**src/rtl/core/blw_pkg.sv**
```systemverilog
// Shared constants and types of the Bresenham line walker.
// No dependencies; used by blw_step_unit and bresenham_line_walker.
package blw_pkg;

  // Default grid edge length (points per axis).
  localparam int unsigned GridSizeDef = 64;

  // Walk direction flags, fixed at line set-up.
  typedef struct packed {
    logic major_is_x;
    logic major_step_down;
    logic minor_step_down;
  } blw_dir_t;

endpackage

```
**src/rtl/core/blw_step_unit.sv**
```systemverilog
// One Bresenham step: next point and next doubled error term.
// Depends on blw_pkg (blw_dir_t).
module blw_step_unit #(
  parameter int unsigned CoordW = 6
) (
  input  logic [CoordW-1:0]        cur_x_i,
  input  logic [CoordW-1:0]        cur_y_i,
  input  logic signed [CoordW+1:0] err_i,
  input  logic [CoordW-1:0]        delta_major_i,
  input  logic [CoordW-1:0]        delta_minor_i,
  input  blw_pkg::blw_dir_t        dir_i,
  output logic [CoordW-1:0]        nxt_x_o,
  output logic [CoordW-1:0]        nxt_y_o,
  output logic signed [CoordW+1:0] nxt_err_o
);
  import blw_pkg::*;

  localparam int unsigned ErrW = CoordW + 2;

  logic                   minor_step;
  logic signed [ErrW-1:0] two_maj;
  logic signed [ErrW-1:0] two_min;
  logic signed [ErrW-1:0] err_adj;
  logic [CoordW-1:0]      major_now;
  logic [CoordW-1:0]      minor_now;
  logic [CoordW-1:0]      major_nxt;
  logic [CoordW-1:0]      minor_nxt;

  // Strictly positive error steps the minor axis.
  assign minor_step = !err_i[ErrW-1] && (err_i != '0);
  assign two_maj    = signed'({1'b0, delta_major_i, 1'b0});
  assign two_min    = signed'({1'b0, delta_minor_i, 1'b0});
  assign err_adj    = minor_step ? (err_i - two_maj) : err_i;
  assign nxt_err_o  = err_adj + two_min;

  assign major_now = dir_i.major_is_x ? cur_x_i : cur_y_i;
  assign minor_now = dir_i.major_is_x ? cur_y_i : cur_x_i;

  // Coordinates wrap modulo 2**CoordW.
  assign major_nxt = dir_i.major_step_down ? (major_now - CoordW'(1))
                                           : (major_now + CoordW'(1));
  always_comb begin
    minor_nxt = minor_now;
    if (minor_step) begin
      minor_nxt = dir_i.minor_step_down ? (minor_now - CoordW'(1))
                                        : (minor_now + CoordW'(1));
    end
  end

  assign nxt_x_o = dir_i.major_is_x ? major_nxt : minor_nxt;
  assign nxt_y_o = dir_i.major_is_x ? minor_nxt : major_nxt;

endmodule

```
**src/rtl/core/bresenham_line_walker.sv**
```systemverilog
// Bresenham line walker top level: request intake, set-up sequencer, point output.
// Depends on blw_pkg and blw_step_unit.
//
//  Channel   Dir  Handshake             Payload
//  s_axis    in   tvalid/tready         tdata: start_x, start_y, end_x, end_y
//  m_axis    out  tvalid/tready, tlast  tdata: point_x, point_y; tlast: last_point
//
// Sequence: a request is taken in an idle cycle. Then come the set-up states
// StSetup (deltas/octant) and StInit (error term), then StWalk, which emits
// one point per cycle while the output is not stalled, at most GRID_SIZE
// points per line. Each point is registered in the output register before
// it is valid. The single step unit sets the point rate. s_axis_tready is
// high only while idle. Reset clears the sequencer and the output valid.
// A stalled output holds the point and freezes the walk; the last point
// may still wait while a new request is taken.
module bresenham_line_walker #(
  parameter int unsigned GRID_SIZE = blw_pkg::GridSizeDef
) (
  input  logic clk_i,
  input  logic rst_ni,
  input  logic                                             s_axis_tvalid,
  output logic                                             s_axis_tready,
  // tdata from bit 0 up: start_x, start_y, end_x, end_y, zero pad
  input  logic [((4*$clog2(GRID_SIZE)+7)/8)*8-1:0]          s_axis_tdata,
  output logic                                             m_axis_tvalid,
  input  logic                                             m_axis_tready,
  // tdata from bit 0 up: point_x, point_y, zero pad
  output logic [((2*$clog2(GRID_SIZE)+7)/8)*8-1:0]          m_axis_tdata,
  // last_point
  output logic                                             m_axis_tlast
);
  import blw_pkg::*;

  localparam int unsigned CoordW = $clog2(GRID_SIZE);
  localparam int unsigned ErrW   = CoordW + 2;
  localparam int unsigned CntW   = $clog2(GRID_SIZE + 1);
  localparam int unsigned OutW   = ((2*CoordW+7)/8)*8;

  typedef enum logic [3:0] {
    StIdle  = 4'b0001,
    StSetup = 4'b0010,
    StInit  = 4'b0100,
    StWalk  = 4'b1000
  } state_e;

  state_e state_d, state_q;

  // Walk state
  logic [CoordW-1:0]      cur_x_q, cur_y_q;
  logic [CoordW-1:0]      end_x_q, end_y_q;
  logic [CoordW-1:0]      major_end_q;
  logic [CoordW-1:0]      delta_major_q, delta_minor_q;
  logic signed [ErrW-1:0] err_q;
  blw_dir_t               dir_q;
  logic [CntW-1:0]        cnt_q;

  // Output register
  logic                   out_valid_q;
  logic [CoordW-1:0]      out_x_q, out_y_q;
  logic                   out_last_q;

  // Set-up terms
  logic [CoordW-1:0] dx, dy;
  logic              x_down, y_down, x_major;

  // Step unit results
  logic [CoordW-1:0]      nxt_x, nxt_y;
  logic signed [ErrW-1:0] nxt_err;

  logic major_hit, walk_stop, out_load;

  assign x_down  = end_x_q < cur_x_q;
  assign y_down  = end_y_q < cur_y_q;
  assign dx      = x_down ? (cur_x_q - end_x_q) : (end_x_q - cur_x_q);
  assign dy      = y_down ? (cur_y_q - end_y_q) : (end_y_q - cur_y_q);
  assign x_major = dx >= dy;  // tie goes to x

  blw_step_unit #(
    .CoordW(CoordW)
  ) u_step (
    .cur_x_i      (cur_x_q),
    .cur_y_i      (cur_y_q),
    .err_i        (err_q),
    .delta_major_i(delta_major_q),
    .delta_minor_i(delta_minor_q),
    .dir_i        (dir_q),
    .nxt_x_o      (nxt_x),
    .nxt_y_o      (nxt_y),
    .nxt_err_o    (nxt_err)
  );

  assign major_hit = (dir_q.major_is_x ? cur_x_q : cur_y_q) == major_end_q;
  // Result count is capped at GRID_SIZE points.
  assign walk_stop = major_hit || (cnt_q == CntW'(GRID_SIZE - 1));
  assign out_load  = (state_q == StWalk) && (!out_valid_q || m_axis_tready);

  always_comb begin
    state_d = state_q;
    case (state_q)
      StIdle:  if (s_axis_tvalid) state_d = StSetup;
      StSetup: state_d = StInit;
      StInit:  state_d = StWalk;
      StWalk:  if (out_load && walk_stop) state_d = StIdle;
      default: state_d = StIdle;
    endcase
  end

  always_ff @(posedge clk_i or negedge rst_ni) begin
    if (!rst_ni) begin
      state_q     <= StIdle;
      out_valid_q <= 1'b0;
    end else begin
      state_q <= state_d;
      if (out_load) begin
        out_valid_q <= 1'b1;
      end else if (m_axis_tready) begin
        out_valid_q <= 1'b0;
      end
    end
  end

  // Datapath registers, no reset needed.
  always_ff @(posedge clk_i) begin
    case (state_q)
      StIdle: begin
        if (s_axis_tvalid) begin
          cur_x_q <= s_axis_tdata[CoordW-1:0];
          cur_y_q <= s_axis_tdata[2*CoordW-1:CoordW];
          end_x_q <= s_axis_tdata[3*CoordW-1:2*CoordW];
          end_y_q <= s_axis_tdata[4*CoordW-1:3*CoordW];
        end
      end
      StSetup: begin
        dir_q.major_is_x      <= x_major;
        dir_q.major_step_down <= x_major ? x_down : y_down;
        dir_q.minor_step_down <= x_major ? y_down : x_down;
        delta_major_q         <= x_major ? dx : dy;
        delta_minor_q         <= x_major ? dy : dx;
        major_end_q           <= x_major ? end_x_q : end_y_q;
        cnt_q                 <= '0;
      end
      StInit: begin
        err_q <= signed'({1'b0, delta_minor_q, 1'b0})
               - signed'({2'b00, delta_major_q});
      end
      StWalk: begin
        if (out_load) begin
          out_x_q    <= cur_x_q;
          out_y_q    <= cur_y_q;
          out_last_q <= major_hit;
          if (!walk_stop) begin
            cur_x_q <= nxt_x;
            cur_y_q <= nxt_y;
            err_q   <= nxt_err;
            cnt_q   <= cnt_q + CntW'(1);
          end
        end
      end
      default: ;
    endcase
  end

  assign s_axis_tready = (state_q == StIdle);
  assign m_axis_tvalid = out_valid_q;
  assign m_axis_tdata  = OutW'({out_y_q, out_x_q});
  assign m_axis_tlast  = out_last_q;

endmodule
```
**config.mk**
```make
export PLATFORM = sky130hd
export DESIGN_NAME = bresenham_line_walker
export DESIGN_NICKNAME = d
export VERILOG_FILES = /design/src/rtl/core/blw_pkg.sv /design/src/rtl/core/blw_step_unit.sv /design/src/rtl/core/bresenham_line_walker.sv
export SDC_FILE = /design/constraint.sdc
export NUM_CORES = 1
export LEC_CHECK = 0
export BUFFER_PORTS_ARGS = -buffer_cell sky130_fd_sc_hd__buf_4
export CAP_MARGIN = 15
export CORE_MARGIN = 2
export CORE_UTILIZATION = 61
export CTS_CLUSTER_SIZE = 24
export DETAILED_ROUTE_END_ITERATION = 10
export PLACE_DENSITY = 0.81
export SKIP_CTS_REPAIR_TIMING = 1
export SYNTH_ARGS = -nofsm -noshare
export SYNTH_HDL_FRONTEND = slang
export SYNTH_HIERARCHICAL = 1
export SYNTH_SLANG_ARGS = --single-unit
```
**constraint.sdc**
```tcl
create_clock -name clk_i -period 4.7 [get_ports clk_i]
set_clock_uncertainty 0.15 [all_clocks]
set_input_delay 0.94 -clock clk_i [delete_from_list [all_inputs] [get_ports clk_i]]
set_output_delay 0.94 -clock clk_i [all_outputs]
set_load 0.02 [all_outputs]
```
* Word level (Yosys, flattened, before mapping) *
Index checks and enable logic that the tools add are counted.

word-level totals
  input bits = 28
  register bits after elaboration = 78
  output and inout bits = 19
  logic and storage cells = 94

operators by class
  equal/unequal tests = 10
  reductions and logical operators = 18
  add/sub/neg operators = 12
  multiplexer cells = 34
  order comparisons = 3

operator list
  cell                                              count
  two-way mux 6 bit                                 18
  two-way mux 8 bit                                 3
  case mux 6 bit (2 select lines)                   2
  subtractor 6 bit                                  4
  case mux 4 bit (4 select lines)                   1
  case mux 8 bit (2 select lines)                   1
  two-way mux 7 bit                                 2
  case mux 7 bit (2 select lines)                   1
  adder 6 x 1 -> 6 bit, second input constant       2
  less-than comparator 6 bit                        2
  subtractor 6 x 1 -> 6 bit, second input constant  2
  adder 8 bit                                       1
  two-way mux 4 bit                                 2
  nonzero test 2 bit                                4
  nonzero test 8 bit                                1
  subtractor 7 x 6 -> 8 bit                         1
  subtractor 8 bit                                  1
  adder 7 x 1 -> 7 bit, second input constant       1
  == test 7 x 6 -> 1 bit, second input constant     1
  == test 6 bit                                     1
  >= comparator 6 bit                               1
  inequality test 2 bit, second input constant      3
  AND reduction 2 bit                               3
  AND reduction 3 bit                               2
  10 further kinds                                  17

* Logic depth before layout (Yosys ltp) *
Gate-level depths: netlist of run 1.

  depth in word-level cells = 8
  mapped depth = 18
  mapped depth without buffers = 16

* Hierarchy *
The synthesis of run 1 kept the hierarchy.

modules (own cells, without submodules)
  module                 area an instance (um^2)  times used  cells each  seq. area each (um^2)
  bresenham_line_walker  4,443.0                  1           383         2,318.5
  blw_step_unit          1,206.2                  1           160         0.0

* Least setup slack after synthesis of run 1 *
Ideal clock, no wire load.

  path kind = register to register
  from = register state_q[3]
  to = register cnt_q[0] (enable)
  data required time = 4.179 ns
  buffers on the path = 0
  arrival = 3.403 ns
  clock period less this slack = 3.924 ns
  stages on the path, launching flop included = 3
  setup time = 0.371 ns
  setup slack = 0.776 ns
  path through = dfrtp_1 > nor4b_1 > o21bai_1

on the way
  word-level cells in the longest chain between the ends = 4
  elaborated cells between the ends (all ways) = 7
  classes of those cells = eq/ne (4); reduce/logical (3)

ends and longest elaborated chain
  what                                      RTL line                                                   text
  start, declared                           bresenham_line_walker.sv:46                                state_e state_d, state_q;
  start signal, assigned                    bresenham_line_walker.sv:110                               state_q <= StIdle;
  start signal, assigned                    bresenham_line_walker.sv:113                               state_q <= state_d;
  == test 4 bit                             bresenham_line_walker.sv:95, bresenham_line_walker.sv:124
  logical AND 1 bit                         bresenham_line_walker.sv:95                                assign out_load = (state_q == StWalk) && (!out_valid_q || m_axis_tready);
  inequality test 2 bit (no source line)    n/a
  AND reduction 3 bit (no source line) (*)  n/a
  end signal, assigned                      bresenham_line_walker.sv:155                               cnt_q <= cnt_q + CntW'(1);
  end, declared                             bresenham_line_walker.sv:55                                logic [CntW-1:0] cnt_q;

Every way passes the cells marked *; elsewhere a longest branch is shown, timed or not.
A chain may end at the register's enable or synchronous reset.

* Worst setup path after layout of run 1 *
  from = register cur_y_q[1]
  to = register major_end_q[5] (data pin)

on the way
  word-level cells in the longest chain between the ends = 4
  elaborated cells between the ends (all ways) = 6
  classes of those cells = add/sub (2); order compare (2); mux (2)

ends and longest elaborated chain
  what                                                                   RTL line                                                  text
  start, declared                                                        bresenham_line_walker.sv:49                               logic [CoordW-1:0] cur_x_q, cur_y_q;
  start signal, assigned                                                 bresenham_line_walker.sv:128                              cur_y_q <= s_axis_tdata[2*CoordW-1:CoordW];
  start signal, assigned                                                 bresenham_line_walker.sv:153                              cur_y_q <= nxt_y;
  subtractor 6 bit / less-than comparator 6 bit (equally long branches)  bresenham_line_walker.sv:75, bresenham_line_walker.sv:73
  two-way mux 6 bit (*)                                                  bresenham_line_walker.sv:75                               assign dy = y_down ? (cur_y_q - end_y_q) : (end_y_q - cur_y_q);
  >= comparator 6 bit (*)                                                bresenham_line_walker.sv:76                               assign x_major = dx >= dy;
  two-way mux 6 bit (*)                                                  bresenham_line_walker.sv:139                              major_end_q <= x_major ? end_x_q : end_y_q;
  end signal, assigned                                                   bresenham_line_walker.sv:139
  end, declared                                                          bresenham_line_walker.sv:51                               logic [CoordW-1:0] major_end_q;

Marked as above.

==> run summary, run 1 <==
Rel. slew slack = 41.6%
top_reg_cell synth = edfxtp_1
critical path endpoint category = register
post-synthesis async set-or-reset flop share = 6.41%
vias in the first global route = 3966
Final WS setup = 536 ps
Worst setup SP type = register
final WL = 11600 um
DRC Markers = 0
fin crit period = 4160 ps
Reg clk slew, reported paths = 90 ps
CP most frequent cell = o21a_1
core area = 0.00911 sq mm
Root Buffer = clkbuf_8
final hold violations = 0
CP max stage delay = 600 ps
#FFs+latches synth = 78
Critical Path AT = 4120 ps
critical-path cell list = inv_1 > fa_1 > a21o_1 > a21oi_2 > o21a_1 > mux2i_1 > xor2_1 > ha_1 > o21a_1 > o211ai_1 > o21ai_2 > buf_4 > mux2_2
Hold Crit Class = input port to asynchronous set/reset pin
CTS buffer count = 9
final setup vio count = 0
Logic pwr share = 60.8%
run status = complete, no violations
first-pass GRT wire length = 18700 um
IO Pins = 47
switch share = 43.5%
layout cells sized above 1 = 15.9%
Die W = 100 um
drt first-iter violations = 184
# rows = 35
fmax = 240 MHz
IO Port Bufs = 42
Antenna Violating Nets Remaining = 0
First-pass DRT Iterations = 5
largest net degree at the start of global routing = 28
Syn Area/Cell = 10.4 sq um
EDFF count, synth = 73
Area Overhead vs Synth = 11.2%
dpl ws = 563 ps
routability cong. = 0.866
Die Y = 100 um
synth warn = 6
worst path required time = 4660 ps
RSZ-0062 raised after global routing = no
crit path kind = register to register
die area = 0.0100 sq mm
clk_lat worst skew = 360 ps
Syn Std Cell Area = 0.00565 sq mm
post-DP HPWL = 8870 um
CTS tree = built
CTS H-Tree Depth = 3
Setup TNS = 0 ps
wire per inst = 16.6 um
Remaining Overflow, GRT = 0
CP max FO = 27
max-slew violations = 0
FILL cells = 681
Ant. Diodes = 0
Max Buffers Root-to-Sink = 2
gr usage total = 24.1%
Peak VDD IR = 0.516 mV
Seq/Total Area, Yosys = 41.0%
final-stage net count = 676
Lkg Pwr = 2.79 nW
Initial Utilization = 62.0%
power consumption = 4.82 mW
Vias = 4056
post-DR vias/cell = 5.79
internal power = 2.72 mW
PwrDens = 766 mW/mm^2
TritonCTS Sinks = 78
slowest stage cell, crit path = edfxtp_1
Max-Cap Viols = 0
Syn Inst Count = 543
Clk network pwr share = 11.5%
P_sw = 2.09 mW
final period utilization = 88.6%
Least-Margin Pin Slew = 876 ps
initial antenna violation count = 0
synth unique cells = 54
Reg power frac = 27.7%
==> power by group through the flow <==
| stage | combinational [mW] | clock [mW] | sequential (mW) |
|---|---|---|---|
| after global routing | 3.27 | 0.590 | 1.36 |
| final | 2.93 | 0.554 | 1.34 |
| after floorplan | 2.37 | 0 | 1.27 |
| after detailed placement | 2.89 | 0 | 1.35 |
| after global placement | 2.80 | 0 | 1.34 |
| after CTS | 2.91 | 0.566 | 1.34 |
==> synthesized netlist by cell type, types with 5 or more instances <==
cell | instances | area share, %
xnor2_1 | 24 | 3.7
a21o_1 | 14 | 1.9
ha_1 | 54 | 12
xor2_1 | 15 | 2.3
mux2_2 | 13 | 2.6
mux2i_1 | 30 | 5.3
edfxtp_1 | 73 | 39
clkbuf_1 | 9 | 0.60
nand2b_1 | 6 | 0.66
o21ai_0 | 28 | 2.5
and2_1 | 6 | 0.66
fa_1 | 9 | 3.2
nor2_1 | 20 | 1.3
inv_1 | 54 | 3.6
nor2b_1 | 5 | 0.55
buf_4 | 6 | 0.80
nand2_1 | 73 | 4.9
a21oi_1 | 33 | 2.9
==> cell families (layout without fill, tap and decap cells) <==
group,after synthesis,in the layout,share of synthesized area (%)
AND/OR/NAND/NOR,133,133,11.2
AO/OA/AOI/OAI,107,107,11.8
flip-flops,78,78,41.0
buffers and inverters,76,120,6.05
adder cells (fa/ha/maj),63,63,15.1
multiplexers,45,45,8.42
XOR/XNOR,40,40,6.33
other,1,4,0.0664
==> registers in the layout (all words and copies together) (netlist names) <==
signal         cells
state_q            4
cur_y_q            6
delta_major_q      6
major_end_q        6
out_x_q            6
cnt_q              7
end_y_q            6
delta_minor_q      6
out_y_q            6
dir_q              3
m_axis_tvalid      1
err_q              8
cur_x_q            6
end_x_q            6
m_axis_tlast       1
==> routing by layer <==
layer | up-vias | routed length [um] | track usage [%]
met2 | 104 | 5950 | 41.8
met3 | 14 | 536 | 3.06
met1 | 1958 | 4990 | 31.1
met5 | - | 0 | 0
li1 | 1980 | - | -
met4 | 0 | 172 | 8.32
==> cells in the final DEF, fill, tap and decap left out, types with 3 or more instances in the layout <==
cell type,synthesis,layout
nand2_1,73,73
edfxtp_1,73,73
inv_1,54,54
ha_1,54,54
buf_4,6,49
a21oi_1,33,33
mux2i_1,30,30
o21ai_0,28,28
xnor2_1,24,24
nor2_1,20,20
xor2_1,15,15
a21o_1,14,14
mux2_2,13,13
fa_1,9,9
clkbuf_8,0,9
nand2b_1,6,6
and2_1,6,6
nor2b_1,5,5
nand3b_1,4,4
o21a_1,4,4
a31oi_1,4,4
a221oi_1,4,4
o21ai_1,4,4
conb_1,1,4
dfrtp_1,4,4
or3_1,3,3
nand3_1,3,3
inv_8,0,3
==> per-stage QoR <==
stage / hold slack (ps) / instance area, sq um / std cells / utilization (%)
after floorplan: 331 / 5660 / 546 / -
after global placement: 380 / 6040 / 684 / 66.3
after detailed placement: 393 / 6040 / 684 / 66.3
after CTS: 202 / 6260 / 700 / 68.7
after global routing: 200 / 6280 / 701 / 69.0
final: 215 / 6280 / 701 / 69.0
==> final timing paths <==
check                                start             end  slack, ps  cells after the start
worst max register to register  cur_y_q[1]  major_end_q[5]        540                     13
min in group clk_i              state_q[3]      state_q[2]        420                      1
worst max-delay path            cur_y_q[1]  major_end_q[5]        540                     13
max in group asynchronous           rst_ni      state_q[0]       3990                      1
worst min-delay path                rst_ni      state_q[2]        220                      1
worst min register to register  state_q[3]      state_q[2]        420                      1
==> layout make-up <==
type	instances	area, sq um	share of cell area, %
multi-input combinational	392	3020	48.0
sequential	78	2320	36.9
timing repair buffer	50	395	6.29
inverter	54	203	3.23
tap	111	139	2.21
clock buffer	9	124	1.97
clock inverter	7	88.8	1.41
==> critical path: cells and delay by family, from the launching register on <==
kind / cells / cell delay, ps
fa+ha+maj: 2 / 710
buf+inv: 2 / 500
flops: 1 / 600
xor+xnor: 1 / 280
compound gates: 6 / 1050
mux: 2 / 630
Power figures use the tool's default switching activity.
==> run 2: changes to the inputs <==
PLACE_DENSITY = 0.88   (was 0.81)
==> run 2 against run 1 <==
Global-route usage is 0.58 points higher. Clock power fell by 4.3%. Final cell count is 0.14% lower. Flip-flop and latch count is the same. Register-to-register slack barely moved. Die area did not move. Combinational power hardly changed. Fmax hardly changed. Worst hold slack got worse by 9.4 ps. Wire length up 0.76%. Via count fell by 0.69%.
==> run summary, run 2 (same netlist as run 1, synthesis figures left out) <==
Most flops, register = err_q (unchanged)
IO Pins = 47 (unchanged)
run status = complete, no violations (unchanged)
Reg power frac = 27.9% (was 27.7%)
first-pass GRT wire length = 19100 um (was 18700 um)
drt first-iter violations = 220 (was 184)
P_sw = 2.08 mW (was 2.09 mW)
max-slew violations = 0 (unchanged)
initial antenna violation count = 0 (unchanged)
layout cells sized above 1 = 15.8% (was 15.9%)
Critical Path AT = 4130 ps (was 4120 ps)
commonest cells after routing, fill and taps aside = nand2_1, edfxtp_1, inv_1, ha_1, buf_4 (unchanged)
post-DR vias/cell = 5.75 (was 5.79)
final period utilization = 88.5% (was 88.6%)
Area Overhead vs Synth = 10.7% (was 11.2%)
Logic pwr share = 61.0% (was 60.8%)
RSZ-0062 raised after global routing = no (unchanged)
routability cong. = 0.922 (was 0.866)
M1 WL = 4850 um (was 4990 um)
die area = 0.0100 sq mm (unchanged)
internal power = 2.71 mW (was 2.72 mW)
Rel. slew slack = 41.2% (was 41.6%)
Least-Margin Pin Slew = 881 ps (was 876 ps)
Root Buffer = clkbuf_8 (unchanged)
Max-Cap Viols = 0 (unchanged)
final-stage net count = 675 (was 676)
fmax = 240 MHz (about the same)
critical path endpoint category = register (unchanged)
PwrDens = 767 mW/mm^2 (was 766 mW/mm^2)
Hold WS = 206 ps (was 215 ps)
Final WS setup = 540 ps (was 536 ps)
routed wl met3 = 533 um (was 536 um)
worst path required time = 4670 ps (was 4660 ps)
R2R Path Start = cur_x_q[0] (was cur_y_q[1])
final WL = 11700 um (was 11600 um)
Max Buffers Root-to-Sink = 2 (unchanged)
Antenna Violating Nets Remaining = 0 (unchanged)
First-pass DRT Iterations = 5 (unchanged)
vias in the first global route = 4088 (was 3966)
max layer used = met4 (unchanged)
met2 WL = 6100 um (was 5950 um)
post-DP HPWL = 9090 um (was 8870 um)
dpl ws = 595 ps (was 563 ps)
gr usage total = 24.6% (was 24.1%)
Reg clk slew, reported paths = 90 ps (about the same)
Peak VDD IR = 0.423 mV (was 0.516 mV)
Ant. Diodes = 0 (unchanged)
Clk network pwr share = 11.1% (was 11.5%)
core area = 0.00911 sq mm (unchanged)
CTS tree = built (unchanged)
Die Y = 100 um (unchanged)
Die W = 100 um (unchanged)
IO Port Bufs = 42 (unchanged)
TritonCTS Sinks = 78 (unchanged)
clk_lat worst skew = 370 ps (was 360 ps)
max reg flops = 8 (unchanged)
wire per inst = 16.8 um (was 16.6 um)
Lkg Pwr = 2.77 nW (was 2.79 nW)
final setup vio count = 0 (unchanged)
Initial Utilization = 62.0% (unchanged)
CP max FO = 27 (unchanged)
DRC Markers = 0 (unchanged)
largest net degree at the start of global routing = 28 (unchanged)
final hold violations = 0 (unchanged)
Hold Crit Class = input port to asynchronous set/reset pin (unchanged)
Setup TNS = 0 ps (unchanged)
# rows = 35 (unchanged)
CTS buffer count = 9 (unchanged)
switch share = 43.4% (was 43.5%)
CTS H-Tree Depth = 3 (unchanged)
fin crit period = 4160 ps (about the same)
Worst setup SP type = register (unchanged)
crit path kind = register to register (unchanged)
Remaining Overflow, GRT = 0 (unchanged)
Largest regs = err_q x8, cnt_q x7 (unchanged)
Vias = 4028 (was 4056)
crit path from = cur_x_q[0] (was cur_y_q[1])
==> run 2: cell types whose count changed in the layout (fill, tap and decap cells not counted), sizes merged <==
cell	before	now
clkinv	1	2
inv	58	57
buf	50	49
==> run 2: power groups by stage <==
stage	Combinational (mW)	Sequential, mW	Clock (mW)
after floorplan	2.37	1.27	0
after global routing	3.25	1.36	0.563
after CTS	2.90	1.33	0.536
after global placement	2.77	1.33	0
final	2.93	1.34	0.530
after detailed placement	2.89	1.35	0
==> run 2: cell type report <==
type	instances	area [sq um]
inverter	54	203
timing repair buffer	49	375
tap	111	139
sequential	78	2320
multi-input combinational	392	3020
fill	674	2850
clock inverter	7	80.1
clock buffer	9	124
==> run 2: path summary, 6_finish.rpt <==
| kind | slack [ps] | depth (start not counted) | to |
|---|---|---|---|
| max | 540 | 15 | dir_q[1] |
| min | 210 | 1 | state_q[2] |
| max reg2reg | 540 | 15 | dir_q[1] |
| min reg2reg | 420 | 1 | state_q[2] |
| max in group asynchronous | 3990 | 1 | state_q[0] |
| min in group clk_i | 420 | 1 | state_q[2] |
==> run 2: critical path, stage by stage (launching register included) <==
cell,delay [ps]
edfxtp_1,490
ha_1,210
inv_1,60
fa_1,380
a21o_1,170
a21oi_1,180
o21a_1,370
mux2i_1,270
xor2_1,260
inv_1,80
ha_1,280
o21a_1,110
o211ai_1,90
o21ai_2,110
buf_4,340
mux2_2,380
==> run 2: routing by layer <==
layer / track usage, % / vias up
li1: - / 1971
met1: 30.3 / 1919
met2: 42.3 / 117
met3: 4.60 / 21
met4: 10.9 / 0
met5: 0 / -
==> run 2: stage by stage <==
step	power, mW	area, sq um	instances	utilization, %
floorplan	3.65	5660	546	-
global placement	4.10	6040	683	66.3
detailed placement	4.24	6040	683	66.3
CTS	4.77	6240	699	68.5
global route	5.18	6250	700	68.7
finish	4.80	6250	700	68.7
